[config.mk]
export PLATFORM = sky130hd
export DESIGN_NAME = vmrq_ram
export DESIGN_NICKNAME = d
export VERILOG_FILES = /design/src/hw/rtl/vmrq_ram.sv
export SDC_FILE = /design/constraint.sdc
export NUM_CORES = 1
export LEC_CHECK = 0
export BUFFER_PORTS_ARGS = -buffer_cell sky130_fd_sc_hd__buf_2
export CAP_MARGIN = 20
export CORE_MARGIN = 3
export CORE_UTILIZATION = 45
export DETAILED_ROUTE_END_ITERATION = 8
export GPL_ROUTABILITY_DRIVEN = 0
export MAX_ROUTING_LAYER = met4
export PLACE_DENSITY = 0.72
export SLEW_MARGIN = 20
export SYNTH_ARGS = -nofsm -noshare
export SYNTH_HDL_FRONTEND = slang
export SYNTH_SLANG_ARGS = --single-unit
[constraint.sdc]
create_clock -name clk -period 1.9 [get_ports clk]
set_clock_uncertainty 0.2 [all_clocks]
set_input_delay 0.38 -clock clk [delete_from_list [all_inputs] [get_ports clk]]
set_output_delay 0.38 -clock clk [all_outputs]
set_load 0.05 [all_outputs]
[src/hw/rtl/vmrq_ram.sv]
// Generic single-write, single-read RAM with registered read data.
module vmrq_ram #(
  parameter int unsigned WIDTH = 8,
  parameter int unsigned DEPTH = 16,
  localparam int unsigned AW = (DEPTH > 1) ? $clog2(DEPTH) : 1
) (
  input  logic             clk,
  input  logic             we,
  input  logic [AW-1:0]    waddr,
  input  logic [WIDTH-1:0] wdata,
  input  logic             re,
  input  logic [AW-1:0]    raddr,
  output logic [WIDTH-1:0] rdata
);

  logic [WIDTH-1:0] mem [DEPTH];
  logic [WIDTH-1:0] rdata_r;

  // Write port.
  always_ff @(posedge clk) begin
    if (we) begin
      mem[waddr] <= wdata;
    end
  end

  // Read port; data holds until the next read.
  always_ff @(posedge clk) begin
    if (re) begin
      rdata_r <= mem[raddr];
    end
  end

  assign rdata = rdata_r;

endmodule

### After elaboration in Yosys (flattened, before gate mapping)

Memories as Yosys holds them, arrays and structs flattened. A register that Yosys moved wholly into a read port is not among the register bits.
Cells that the tools add are included.

| operators by class | value |
|---|---|
| multiplexer cells | 2 |

Operators with widths:

| operator | count |
|---|---|
| 1-bit 2-to-1 mux | 2 |

| word-level totals | value |
|---|---|
| flip-flop bits (word level) | 0 |
| memories kept | 1 |
| memory bits (writable) | 128 |
| input bits | 19 |

Memories:

| memory | words | bits a word | read ports | clocked after memory_dff | wr ports | RTL line | RTL |
|---|---|---|---|---|---|---|---|
| mem | 16 | 8 | 1 | 1 | 1 | 16 | `logic [WIDTH-1:0] mem [DEPTH];` |

### Longest topological paths before layout

| logic depth | value |
|---|---|
| depth in word-level cells | 2 |
| depth in mapped cells | 5 |

### Worst setup path after synthesis

No wires, ideal clock.

| timing | value |
|---|---|
| path type | input -> register |
| start | input waddr[2] |
| end | memory mem[0][0], enable pin |
| data required time | 1,317 ps |
| stages | 2 |
| path slack | -173 ps |
| data arrival time | 1,490 ps |
| setup time | 383 ps |
| path buffers | 0 |
| path through | or3b_2 > nor3_1 |

RTL lines:

| what | RTL line | RTL |
|---|---|---|
| start, declared | 9 | `input logic [AW-1:0] waddr,` |
| end, declared | 16 |  |

Straight into the memory's write port.

==> results_dict.tcl <==
set metrics [dict create \
    status "finished, final reports clean" \
    io-pin-count 27 \
    postSynthRegisterBits 136 \
    timing.final.crit_share 0.927 \
    critical_path_class "in -> reg" \
    port_buf_inserts 26 \
    crit_chain "buf_2 > buf_12 > mux4_1 > a22oi_1 > nand2_1" \
    layout-drive-gt1-share 0.332 \
    final-seq-area_um2 4080 \
    synth.distinct_cells 18 \
    die-height_um 114 \
    longest_individual_stage_delay_on_the_worst_path_ps 600 \
    viasPerCell 5.70 \
    critical_path_buf_inv_count 2 \
    cts_tree "built" \
    numCtsBuffers 17 \
    number_of_clock_sinks 136 \
    place.detailed.instances 409 \
    fillCellCount 806 \
    pin_count_of_the_biggest_net_entering_global_routing 22 \
    grt_antenna_before_repair 0 \
    relSlewSlack 0.520 \
    top_usage_layer "met2" \
    floorplan.core_area_um2 11100 \
    path_delay_family "multiplexers" \
    globalRoute.totalOverflow 0 \
    postRouteWirelength_um 9850 \
    synth_mux_area_frac 0.148 \
    drv.max_cap_violation_count 0 \
    worst_path_maximum_fanout 21 \
    diodes 0 \
    growth_of_design_area_from_synthesis_to_finish_pct 20.7 \
    power.leakage_uw 0.00215 \
    min-delay-start "wdata[7]" \
    drt_first_pass_iters 4 \
    timing.rr.start "mem[2][0]$_DFFE_PP_" \
    syn-cell-area_um2 5230 \
    syn-instance-count 229 \
    synth_compound_area_frac 0.0230 \
    grt_usage 0.171 \
    finalNetCount 307 \
    layout_commonest_cell "sky130_fd_sc_hd__edfxtp_1" \
    worst_vdd_drop_mv 0.631 \
    detailed_place_hpwl_um 6270 \
    r2r-end "rdata[0]$_DFFE_PP_" \
    grt_pass1_wl_um 15000 \
    worst_hold_path_ep "mem[5][7]$_DFFE_PP_" \
    ctsHoldBuffers 0 \
    cts.root.buffer_cell "sky130_fd_sc_hd__clkbuf_16" \
    grt_pass1_vias 2588 \
    worstHoldPathCells 1 \
    startpoint_type "input pin" \
    ctsResizeCount 0 \
    yosysWarnings 0 \
    core.rowCount 38 \
    final_core_util 0.569 \
    crit_arrival_ps 1720 \
    crit_required_ps 1860 \
    yosys.area_share.simple 0.0314 \
    floorplan.initialDensity 0.472 \
    layout.cells.most_common_list "136 x sky130_fd_sc_hd__edfxtp_1, 26 x sky130_fd_sc_hd__buf_2, 20 x sky130_fd_sc_hd__buf_4" \
    count_of_pins_over_their_slew_limit 0 \
    count_of_h_tree_levels_built_during_cts 4 \
    powerDensity_nw_per_um2 1140 \
    ff2ff_setup_slack_ps 190 \
    die_area_um2 12900 \
    clockBufferDepth 2 \
    grt.met1_usage 0.226 \
    drc 0 \
    multi_input_comb_area_um2 1060 \
    post_synthesis_average_cell_area_um2 22.8 \
    synth_top_family_by_area "multiplexers" \
    clk_pin_slew_worst_paths_ps 60 \
    post_synth_xor_area_fraction 0 \
    use_met2 0.251 \
    timing.reg2reg.worst_path_depth 3 \
    gr-usage-met3 0.0536 \
    number_of_hold_slack_violations_in_the_final_timing_report 0 \
    maxClockFrequency_mhz 568 \
    setup_viol 0 \
    worst-slew-pin-transition_ps 718 \
    synth-seq-area-share 0.781 \
    hold_path.class "in -> reg" \
    period_needed_ps 1760 \
    critical_path.slowest_cell "sky130_fd_sc_hd__mux4_1" \
    via_count 2515 \
    insertion_delay_ps 420 \
    postCtsSetupBuffers 0 \
    syn_nets 248 \
    post_synth_fa_ha_maj_area_fraction 0 \
    rsz0062_at_grt "false" \
    die-width_um 114 \
    cp-end-kind "flop" \
    layoutNonFillerInstCount 441 \
    detailedRoute.firstIterationViolations 239 \
    ant_nets 0 \
    total_power_uw 7200 \
    wl_per_cell_um 22.3 \
]
per-layer routing:
layer  wire [µm]  part of all wire
met3         668             0.068
met4         135             0.014
met1        4150              0.42
met5           0                 0
met2        4900              0.50
layout make-up:
| cell class | instances | share of cell area |
|---|---|---|
| multi-input cells | 83 | 0.168 |
| well taps | 140 | 0.0278 |
| flip-flops and latches | 136 | 0.647 |
| clock buffers | 18 | 0.0680 |
| repair buffers | 50 | 0.0571 |
| clock inverters | 14 | 0.0313 |
stage by stage:
step	TNS (ps)	cell area, µm²	hold WS [ps]	setup WS, ps
after CTS	0	6310	138	141
final	0	6310	148	139
after global routing	0	6310	145	101
after floorplan	0	5230	279	37.6
after global placement	-1410	5680	519	-232
after detailed placement	-1590	5680	533	-300
kinds of logic (layout without fill, tap and decap cells):
| family | Yosys count | after routing |
|---|---|---|
| muxes | 32 | 32 |
| and+or+nand+nor | 35 | 35 |
| AOI/OAI and AO/OA | 16 | 16 |
| buffers and inverters | 10 | 82 |
| DFF | 136 | 136 |
state kept, by name, indices dropped and copies added, names as in the netlist:
name	count
mem	128
rdata	8
worst reg2reg max path: cells and delay by family, from the launching register on:
kind	cells	cell delay, ps
multiplexers	1	520
AO/OA/AOI/OAI	1	280
AND/OR/NAND/NOR	1	90
flip-flops	1	360
synthesized netlist by cell type:
library cell	number	area [µm²]
sky130_fd_sc_hd__nand3b_1	2	15.0
sky130_fd_sc_hd__buf_6	3	33.8
sky130_fd_sc_hd__nor2b_1	1	6.26
sky130_fd_sc_hd__buf_2	3	15.0
sky130_fd_sc_hd__mux4_1	14	368
sky130_fd_sc_hd__a22oi_1	16	120
sky130_fd_sc_hd__nor2_1	13	48.8
sky130_fd_sc_hd__and2b_1	1	7.51
sky130_fd_sc_hd__or3b_2	1	8.76
sky130_fd_sc_hd__nor3_1	4	20.0
sky130_fd_sc_hd__nand2_1	9	33.8
sky130_fd_sc_hd__nand3_1	1	5.00
sky130_fd_sc_hd__mux4_2	18	405
sky130_fd_sc_hd__nand2b_1	2	12.5
sky130_fd_sc_hd__and2_1	1	6.26
sky130_fd_sc_hd__clkdlybuf4s25_2	3	30.0
sky130_fd_sc_hd__buf_4	1	7.51
sky130_fd_sc_hd__edfxtp_1	136	4080
power by group:
group	internal (µW)	switching [µW]	leakage, µW	total [µW]
combinational	141	226	0.000620	367
clock	2200	1230	0.000291	3430
sequential	3380	17.3	0.00124	3400
worst max path at each step:
stage                  start  slack, ps  depth (start not counted)            endpoint
CTS                 raddr[0]        140                          5  rdata[0]$_DFFE_PP_
finish              raddr[0]        140                          5  rdata[0]$_DFFE_PP_
global placement    raddr[0]       -230                          5  rdata[0]$_DFFE_PP_
floorplan           raddr[0]         40                          5  rdata[1]$_DFFE_PP_
detailed placement  raddr[0]       -300                          5  rdata[0]$_DFFE_PP_
global route        raddr[0]        100                          5  rdata[0]$_DFFE_PP_
No activity file was read; power rests on OpenSTA's default activity.
